==> src/sv/pdc_pkg.sv <==
// ----------------------------------------------------------------------------
// pdc_pkg: shared types and constants for the positional PID controller
// Register map, configuration bundle and fixed-point constants.
// ----------------------------------------------------------------------------
package pdc_pkg;

    localparam int DATA_W   = 16;
    localparam int SUM_W    = 32;
    localparam int LIMIT_W  = 15;
    localparam int ADDR_W   = 5;
    localparam int APB_W    = 32;

    // Register indexes (word address bits of paddr)
    localparam logic [2:0] REG_PROP_GAIN  = 3'd0;
    localparam logic [2:0] REG_INTEG_GAIN = 3'd1;
    localparam logic [2:0] REG_DERIV_GAIN = 3'd2;
    localparam logic [2:0] REG_SEP_LIMIT  = 3'd3;
    localparam logic [2:0] REG_DEAD_BAND  = 3'd4;
    localparam logic [2:0] REG_OUT_MAX    = 3'd5;
    localparam logic [2:0] REG_OUT_MIN    = 3'd6;
    localparam logic [2:0] REG_SEP_MODE   = 3'd7;

    // Reset values
    localparam logic [LIMIT_W-1:0]        SEP_LIMIT_RST = 15'd2560;  // 10.0
    localparam logic [LIMIT_W-1:0]        DEAD_BAND_RST = 15'd128;   // 0.5
    localparam logic signed [DATA_W-1:0]  OUT_MAX_RST   = 16'sh7FFF;
    localparam logic signed [DATA_W-1:0]  OUT_MIN_RST   = 16'sh8000;

    // 0.4 in Q8.8 is 102.4, so a magnitude of 102 or less counts as small
    localparam logic [DATA_W:0] SMALL_ERR_LIMIT = 17'd102;
    // Half an LSB of Q8.8 expressed in Q16.16
    localparam int              ROUND_BIAS      = 128;

    typedef struct packed {
        logic [DATA_W-1:0]         prop_gain;
        logic [DATA_W-1:0]         integ_gain;
        logic [DATA_W-1:0]         deriv_gain;
        logic [LIMIT_W-1:0]        sep_limit;
        logic [LIMIT_W-1:0]        dead_band;
        logic signed [DATA_W-1:0]  out_max;
        logic signed [DATA_W-1:0]  out_min;
        logic                      sep_mode;
    } pdc_cfg_t;

endpackage

==> src/sv/pdc_regs.sv <==
// ----------------------------------------------------------------------------
// pdc_regs: configuration register file
// APB write and read access to the eight controller registers.
// ----------------------------------------------------------------------------
module pdc_regs
    import pdc_pkg::*;
(
    input  logic                  aclk,
    input  logic                  aresetn,
    input  logic                  psel,
    input  logic                  penable,
    input  logic                  pwrite,
    input  logic [ADDR_W-1:0]     paddr,
    input  logic [APB_W-1:0]      pwdata,
    output logic [APB_W-1:0]      prdata,
    output logic                  pready,
    output pdc_cfg_t              cfg
);

    pdc_cfg_t   cfg_reg;
    pdc_cfg_t   cfg_next;
    logic       wr_en;
    logic [2:0] reg_idx;

    assign pready  = 1'b1;
    assign wr_en   = psel && penable && pwrite && pready;
    assign reg_idx = paddr[ADDR_W-1:2];

    always_comb begin
        cfg_next = cfg_reg;
        if (wr_en) begin
            case (reg_idx)
                REG_PROP_GAIN:  cfg_next.prop_gain  = pwdata[DATA_W-1:0];
                REG_INTEG_GAIN: cfg_next.integ_gain = pwdata[DATA_W-1:0];
                REG_DERIV_GAIN: cfg_next.deriv_gain = pwdata[DATA_W-1:0];
                REG_SEP_LIMIT:  cfg_next.sep_limit  = pwdata[LIMIT_W-1:0];
                REG_DEAD_BAND:  cfg_next.dead_band  = pwdata[LIMIT_W-1:0];
                REG_OUT_MAX:    cfg_next.out_max    = $signed(pwdata[DATA_W-1:0]);
                REG_OUT_MIN:    cfg_next.out_min    = $signed(pwdata[DATA_W-1:0]);
                REG_SEP_MODE:   cfg_next.sep_mode   = pwdata[0];
                default:        cfg_next = cfg_reg;
            endcase
        end
    end

    always_ff @(posedge aclk) begin
        if (!aresetn) begin
            cfg_reg.prop_gain  <= '0;
            cfg_reg.integ_gain <= '0;
            cfg_reg.deriv_gain <= '0;
            cfg_reg.sep_limit  <= SEP_LIMIT_RST;
            cfg_reg.dead_band  <= DEAD_BAND_RST;
            cfg_reg.out_max    <= OUT_MAX_RST;
            cfg_reg.out_min    <= OUT_MIN_RST;
            cfg_reg.sep_mode   <= 1'b1;
        end else begin
            cfg_reg <= cfg_next;
        end
    end

    // Signed limits read back sign-extended.
    always_comb begin
        case (reg_idx)
            REG_PROP_GAIN:  prdata = {{(APB_W-DATA_W){1'b0}}, cfg_reg.prop_gain};
            REG_INTEG_GAIN: prdata = {{(APB_W-DATA_W){1'b0}}, cfg_reg.integ_gain};
            REG_DERIV_GAIN: prdata = {{(APB_W-DATA_W){1'b0}}, cfg_reg.deriv_gain};
            REG_SEP_LIMIT:  prdata = {{(APB_W-LIMIT_W){1'b0}}, cfg_reg.sep_limit};
            REG_DEAD_BAND:  prdata = {{(APB_W-LIMIT_W){1'b0}}, cfg_reg.dead_band};
            REG_OUT_MAX:    prdata = {{(APB_W-DATA_W){cfg_reg.out_max[DATA_W-1]}},
                                      cfg_reg.out_max};
            REG_OUT_MIN:    prdata = {{(APB_W-DATA_W){cfg_reg.out_min[DATA_W-1]}},
                                      cfg_reg.out_min};
            REG_SEP_MODE:   prdata = {{(APB_W-1){1'b0}}, cfg_reg.sep_mode};
            default:        prdata = '0;
        endcase
    end

    assign cfg = cfg_reg;

endmodule

==> src/sv/pdc_core.sv <==
// ----------------------------------------------------------------------------
// pdc_core: PID datapath for one error sample
// Integral update with separation rules, three gain products, rounding,
// dead band hold and output clamp.
// ----------------------------------------------------------------------------
module pdc_core
    import pdc_pkg::*;
(
    input  pdc_cfg_t                   cfg,
    input  logic signed [DATA_W-1:0]   err,
    input  logic signed [SUM_W-1:0]    sum_in,
    input  logic signed [DATA_W-1:0]   prev_err,
    input  logic signed [DATA_W-1:0]   prev_out,
    output logic signed [SUM_W-1:0]    sum_next,
    output logic signed [DATA_W-1:0]   drive
);

    localparam int ACC_W = 52;
    localparam int RES_W = ACC_W - 8;

    logic signed [DATA_W:0]     err_ext;
    logic [DATA_W:0]            err_mag;
    logic                       err_small;
    logic                       err_over;
    logic                       do_accum;
    logic signed [SUM_W:0]      sum_wide;
    logic signed [DATA_W:0]     err_diff;
    logic signed [32:0]         p_prod;
    logic signed [48:0]         i_prod;
    logic signed [33:0]         d_prod;
    logic signed [ACC_W-1:0]    acc;
    logic signed [RES_W-1:0]    res;

    assign err_ext   = {err[DATA_W-1], err};
    assign err_mag   = err_ext[DATA_W] ? (DATA_W+1)'(-err_ext) : err_ext;
    assign err_small = err_mag <= SMALL_ERR_LIMIT;
    assign err_over  = err_mag > {2'b00, cfg.sep_limit};

    // With separation on, an output stuck beyond a limit lets through only
    // errors that drive it back inside.
    always_comb begin
        if (cfg.sep_mode) begin
            if (prev_out > cfg.out_max) begin
                do_accum = err[DATA_W-1];
            end else if (prev_out < cfg.out_min) begin
                do_accum = !err[DATA_W-1] && (err != '0)
                           && (err[DATA_W-2:0] <= cfg.sep_limit);
            end else begin
                do_accum = !(err_over || err_small);
            end
        end else begin
            do_accum = !err_small;
        end
    end

    always_comb begin
        sum_wide = {sum_in[SUM_W-1], sum_in} + (SUM_W+1)'(err);
        if (!do_accum) begin
            sum_next = sum_in;
        end else if (sum_wide[SUM_W] != sum_wide[SUM_W-1]) begin
            sum_next = sum_wide[SUM_W] ? {1'b1, {(SUM_W-1){1'b0}}}
                                       : {1'b0, {(SUM_W-1){1'b1}}};
        end else begin
            sum_next = sum_wide[SUM_W-1:0];
        end
    end

    assign err_diff = err_ext - {prev_err[DATA_W-1], prev_err};
    assign p_prod   = $signed({1'b0, cfg.prop_gain})  * err;
    assign i_prod   = $signed({1'b0, cfg.integ_gain}) * sum_next;
    assign d_prod   = $signed({1'b0, cfg.deriv_gain}) * err_diff;

    assign acc = ACC_W'(p_prod) + ACC_W'(i_prod) + ACC_W'(d_prod)
               + ACC_W'(ROUND_BIAS);

    // Arithmetic shift floors, which gives round-half-up to Q8.8.
    always_comb begin
        if (err_mag < {2'b00, cfg.dead_band}) begin
            res = RES_W'(prev_out);
        end else begin
            res = acc[ACC_W-1:8];
        end
        if (res > RES_W'(cfg.out_max)) begin
            res = RES_W'(cfg.out_max);
        end
        if (res < RES_W'(cfg.out_min)) begin
            res = RES_W'(cfg.out_min);
        end
    end

    assign drive = res[DATA_W-1:0];

endmodule

==> src/sv/positional_pid_deadband_clamp.sv <==
// ----------------------------------------------------------------------------
// positional_pid_deadband_clamp: positional PID with integral separation
// Q8.8 controller with saturating integral, dead band and output clamp.
// ----------------------------------------------------------------------------
//  Channel   Direction  Payload
//  s_axis    in         tdata[15:0] error_sample
//  m_axis    out        tdata[15:0] drive_out
//  apb       in/out     eight 32-bit registers at byte address 4*index
//
//  One transaction per cycle is sustained while the output is not stalled;
//  a result passes through the input register and then the result register.
//  The cycle is set by the integral update feeding the 16x32 integral
//  product, the adder and the clamp, all in the loop through the state.
//  Reset clears the controller state and both valid flags.
//  A stalled result holds; the input register still takes one more sample.
// ----------------------------------------------------------------------------
module positional_pid_deadband_clamp
    import pdc_pkg::*;
(
    input  logic               aclk,
    input  logic               aresetn,
    input  logic               s_axis_tvalid,
    output logic               s_axis_tready,
    input  logic [15:0]        s_axis_tdata,   // [15:0] error_sample
    output logic               m_axis_tvalid,
    input  logic               m_axis_tready,
    output logic [15:0]        m_axis_tdata,   // [15:0] drive_out
    input  logic               psel,
    input  logic               penable,
    input  logic               pwrite,
    input  logic [ADDR_W-1:0]  paddr,
    input  logic [APB_W-1:0]   pwdata,
    output logic [APB_W-1:0]   prdata,
    output logic               pready
);

    pdc_cfg_t                  cfg;

    logic                      in_valid_reg,  in_valid_next;
    logic signed [DATA_W-1:0]  in_err_reg,    in_err_next;
    logic                      out_valid_reg, out_valid_next;
    logic signed [DATA_W-1:0]  out_data_reg,  out_data_next;
    logic signed [SUM_W-1:0]   sum_reg,       sum_next;
    logic signed [DATA_W-1:0]  prev_err_reg,  prev_err_next;
    logic signed [DATA_W-1:0]  prev_out_reg,  prev_out_next;

    logic signed [SUM_W-1:0]   core_sum;
    logic signed [DATA_W-1:0]  core_drive;
    logic                      s_accept;
    logic                      advance;

    pdc_regs u_regs (
        .aclk    (aclk),
        .aresetn (aresetn),
        .psel    (psel),
        .penable (penable),
        .pwrite  (pwrite),
        .paddr   (paddr),
        .pwdata  (pwdata),
        .prdata  (prdata),
        .pready  (pready),
        .cfg     (cfg)
    );

    pdc_core u_core (
        .cfg      (cfg),
        .err      (in_err_reg),
        .sum_in   (sum_reg),
        .prev_err (prev_err_reg),
        .prev_out (prev_out_reg),
        .sum_next (core_sum),
        .drive    (core_drive)
    );

    // A sample moves into the result register whenever that register is
    // free or being emptied in the same cycle.
    assign advance       = in_valid_reg && (!out_valid_reg || m_axis_tready);
    assign s_axis_tready = !in_valid_reg || advance;
    assign s_accept      = s_axis_tvalid && s_axis_tready;

    always_comb begin
        in_valid_next  = s_accept || (in_valid_reg && !advance);
        in_err_next    = s_accept ? $signed(s_axis_tdata) : in_err_reg;
        out_valid_next = advance || (out_valid_reg && !m_axis_tready);
        out_data_next  = advance ? core_drive : out_data_reg;
        sum_next       = advance ? core_sum   : sum_reg;
        prev_err_next  = advance ? in_err_reg : prev_err_reg;
        prev_out_next  = advance ? core_drive : prev_out_reg;
    end

    always_ff @(posedge aclk) begin
        if (!aresetn) begin
            in_valid_reg  <= 1'b0;
            out_valid_reg <= 1'b0;
            sum_reg       <= '0;
            prev_err_reg  <= '0;
            prev_out_reg  <= '0;
        end else begin
            in_valid_reg  <= in_valid_next;
            out_valid_reg <= out_valid_next;
            sum_reg       <= sum_next;
            prev_err_reg  <= prev_err_next;
            prev_out_reg  <= prev_out_next;
        end
    end

    always_ff @(posedge aclk) begin
        in_err_reg   <= in_err_next;
        out_data_reg <= out_data_next;
    end

    assign m_axis_tvalid = out_valid_reg;
    assign m_axis_tdata  = out_data_reg;

`ifndef SYNTHESIS
    // The stored previous output is the value just presented.
    a_prev_matches_out: assert property (@(posedge aclk) disable iff (!aresetn)
        advance |=> (prev_out_reg == out_data_reg))
        else $error("previous output register differs from presented result");

    // A full input register behind a stalled result must not take more.
    a_no_overrun: assert property (@(posedge aclk) disable iff (!aresetn)
        (in_valid_reg && out_valid_reg && !m_axis_tready) |-> !s_axis_tready)
        else $error("input accepted while both stages are blocked");

    // Each sample that moves on produces a presented result.
    a_advance_gives_result: assert property (@(posedge aclk) disable iff (!aresetn)
        advance |=> m_axis_tvalid)
        else $error("advanced sample produced no result");

    // State only changes when a sample moves on.
    a_state_hold: assert property (@(posedge aclk) disable iff (!aresetn)
        !advance |=> ($stable(sum_reg) && $stable(prev_err_reg)))
        else $error("controller state changed without a transaction");
`endif

endmodule

==> config.mk <==
export PLATFORM = sky130hd
export DESIGN_NAME = positional_pid_deadband_clamp
export DESIGN_NICKNAME = d
export VERILOG_FILES = /design/src/sv/pdc_pkg.sv /design/src/sv/pdc_regs.sv /design/src/sv/pdc_core.sv /design/src/sv/positional_pid_deadband_clamp.sv
export SDC_FILE = /design/constraint.sdc
export NUM_CORES = 2
export LEC_CHECK = 0
export BUFFER_PORTS_ARGS = -buffer_cell sky130_fd_sc_hd__buf_2
export CORE_UTILIZATION = 33
export CTS_CLUSTER_SIZE = 28
export DETAILED_ROUTE_END_ITERATION = 16
export SLEW_MARGIN = 20
export SYNTH_ARGS = -nofsm -noshare
export SYNTH_HDL_FRONTEND = slang
export SYNTH_HIERARCHICAL = 1
export SYNTH_SLANG_ARGS = --single-unit
==> constraint.sdc <==
create_clock -name aclk -period 24.3 [get_ports aclk]
set_clock_uncertainty 0.15 [all_clocks]
set_input_delay 2.43 -clock aclk [delete_from_list [all_inputs] [get_ports aclk]]
set_output_delay 2.43 -clock aclk [all_outputs]
set_load 0.1 [all_outputs]
==> summary.txt <==
Floorplan
  • Die Wd: 440.6 um
  • Io pins: 111
  • Die area: 194100 um2
  • Chip height: 440.6 um
  • Initial core utilization: 0.3331
  • Rows: 160
  • Core Area: 190600 um2

Clock tree
  • Root Driver: clkbuf_16
  • CTS sink cnt: 209
  • CTS max path bufs: 3
  • Clk_lat worst skew: 0.64 ns
  • Post-CTS setup buffers: 0
  • CTS resizes: 0
  • TritonCTS Buffers: 28
  • CTS Hold Bufs: 0
  • Clock-pin slew on the worst setup and hold paths: 0.07 ns
  • CTS tree: yes
  • H-tree levels: 1

Timing
  • Final critical-path required period: 21.65 ns
  • Final Hold Viols: 0
  • Slew Limit Fails: 0
  • Highest Clock Rate: 46.19 MHz
  • Setup_tns: 0 ns
  • RSZ-0062 raised after global routing: false
  • Final period utilization: 0.8910
  • Final setup vio count: 0
  • Slew margin rel.: 0.2137
  • Fin Hold WS: 0.3100 ns
  • Slew of the pin with the lowest slew margin: 1.176 ns

Final layout
  • Layout fillers: 19.69k
  • Layout cells sized above 1: 0.06267
  • Fin cells: 9660
  • Area Overhead vs Synth: 4.979%
  • Largest register FFs: 111
  • Total Nets Final: 8820

Place
  • I/O Buffers: 91
  • RePlAce Congestion: 0.9318
  • Post-DP HPWL: 157800 um
  • Post-Place Cells: 9608

Power and ir drop
  • Design Power: 4781 uW
  • Lkg Pwr: 0.03141 uW
  • Worst vdd ir: 0.1628 mV
  • Pwr Density: 71.75 nW/um2

Global routing
  • Number of global-route vias before repair: 54.35k
  • GRT Max-Usage Layer: met2
  • Met1 usage: 0.2916
  • Initial antenna violation count: 4
  • GR met3 Demand/Resource: 0.02513
  • Met2 track demand over resource: 0.3369
  • Largest net degree at the start of global routing: 187
  • Total track usage: 0.2116
  • Grt ovf: 0
  • First-pass GRT wire length: 321700 um

Run status
  • Status: complete, no violations

Synthesis
  • Mapped cell area: 63480 um2
  • Count leader, synth: inv_1
  • Mapped Cells: 7452
  • Synth cell types: 103
  • Synth Warn #: 6
  • Cell taking the most area after synthesis: fa_1
  • Top cells by area, synth: fa_1, ha_1, inv_1
  • Syn_nets: 9145
  • Commonest cells in the netlist: inv_1, nand2_1, fa_1
  • Synth Area in Adders: 0.4453
  • Xor and xnor fraction of the mapped netlist area: 0.01378
  • Largest family of logic cells by synthesized area: adder cells
  • Compound-Gate Fraction of Synth Area: 0.1548
  • Async SR Flop Fraction: 0
  • Post-Synth Simple-Gate Area: 0.1406
  • Post-synthesis mux area share: 0.05475
  • Sequential-to-total area share from yosys stat: 0.07096
  • Top FF cell, synth: dfxtp_1
  • Post-synth top area share: 0.3292
  • Post-synth EDFFs: 32
  • Syn avg cell area: 8.519 um2
  • FF+latch count, synth: 209

Route
  • Residual DRC count: 0
  • DR WL/cell: 21.30 um
  • First DRT Iteration DRCs: 4572
  • Post-DRT Antenna Nets: 0
  • DR vias/cell: 5.488
  • WL final: 205800 um
  • First-pass DRT Iterations: 6
  • Vias: 53.02k

Worst setup path
  • Worst Path Arrival: 22.08 ns
  • Worst path slowest cell: edfxtp_1
  • Critical Path Most Common Cell: fa_1
  • Max Fanout on Critical Path: 45
  • WP buf/inv: 9
  • Slowest stage delay, CP: 1.04 ns
  • Critical path's top delay family: compound AO/OA/AOI/OAI gates
  • CP endpoint kind: register
  • Crit path launch type: register
  • Critical Path RT: 24.72 ns
  • Kind of critical path: register to register

Worst hold path
  • Hold Crit Class: register to register

Job
  • Maxcap violations: 0
-- report_power, final --
part / leakage [uW] / internal, uW / switching (uW)
clock: 0.000437 / 225 / 202
combinational: 0.0292 / 1180 / 2710
sequential: 0.00175 / 415 / 47.7
total: 0.0314 / 1820 / 2960
-- per-layer routing --
metal | vias to the layer above | wire length (um)
li1 | 23900 | -
met1 | 26580 | 89160
met2 | 2172 | 92550
met3 | 353 | 15660
met4 | 4 | 8362
met5 | - | 34
-- final timing paths --
path | from | endpoint | slack [ns] | cells past startpoint
worst max register to register | in_err_reg[9] | prev_out_reg[15] | 2.65 | 62
worst min register to register | prev_err_reg[1] | prev_err_reg[1] | 0.31 | 2
worst max-delay path | in_err_reg[9] | prev_out_reg[15] | 2.65 | 62
worst min-delay path | prev_err_reg[1] | prev_err_reg[1] | 0.31 | 2
-- through the flow --
step / setup WS (ns) / instance area [um2] / util
after floorplan: 6.903 / 63480 / -
after global placement: 2.546 / 65720 / 0.3449
after detailed placement: 2.803 / 65730 / 0.3449
after CTS: 2.652 / 66630 / 0.3496
after global routing: 1.486 / 66640 / 0.3497
final: 2.648 / 66640 / 0.3497
-- kinds of logic after synthesis --
group	after synthesis
AND/OR/NAND/NOR	1952
buffers and inverters	1882
multiplexers	342
other	1
AO/OA/AOI/OAI	1334
adder cells (fa/ha/maj)	1633
flip-flops	209
XOR/XNOR	99
-- tightest hold or removal path, cell delays in order (launching register included) --
cell,delay [ns]
dfxtp_1,0.31
nand2_1,0.05
mux2i_1,0.05
-- layout by cell type, fill, tap and decap left out, types with 54 or more instances in the layout --
cell | netlist | layout
a21o_1 | 81 | 81
buf_2 | 63 | 90
buf_4 | 36 | 150
ha_1 | 589 | 589
and2_1 | 194 | 193
o31ai_1 | 55 | 54
a31oi_1 | 204 | 204
fa_1 | 1044 | 1044
nand3_1 | 238 | 238
dfxtp_1 | 177 | 159
nor2b_1 | 61 | 61
mux2i_1 | 300 | 300
o2111a_1 | 195 | 195
inv_1 | 1281 | 1281
o211ai_1 | 65 | 65
xnor2_1 | 62 | 60
a21oi_1 | 212 | 211
o21ai_0 | 173 | 173
nor2_1 | 136 | 130
nand2_1 | 1105 | 1105
-- area by class of cell --
cell class,instances,area (um2),share of cell area
antenna,1,2.502,0.00003755
tap,2511,3142,0.04714
sequential,209,4527,0.06793
timing repair buffer,245,1672,0.02508
inverter,1282,4812,0.07221
clock inverter,15,133.9,0.002009
multi-input combinational,5361,51590,0.7742
clock buffer,36,760.7,0.01142
Power figures use the tool's default switching activity.
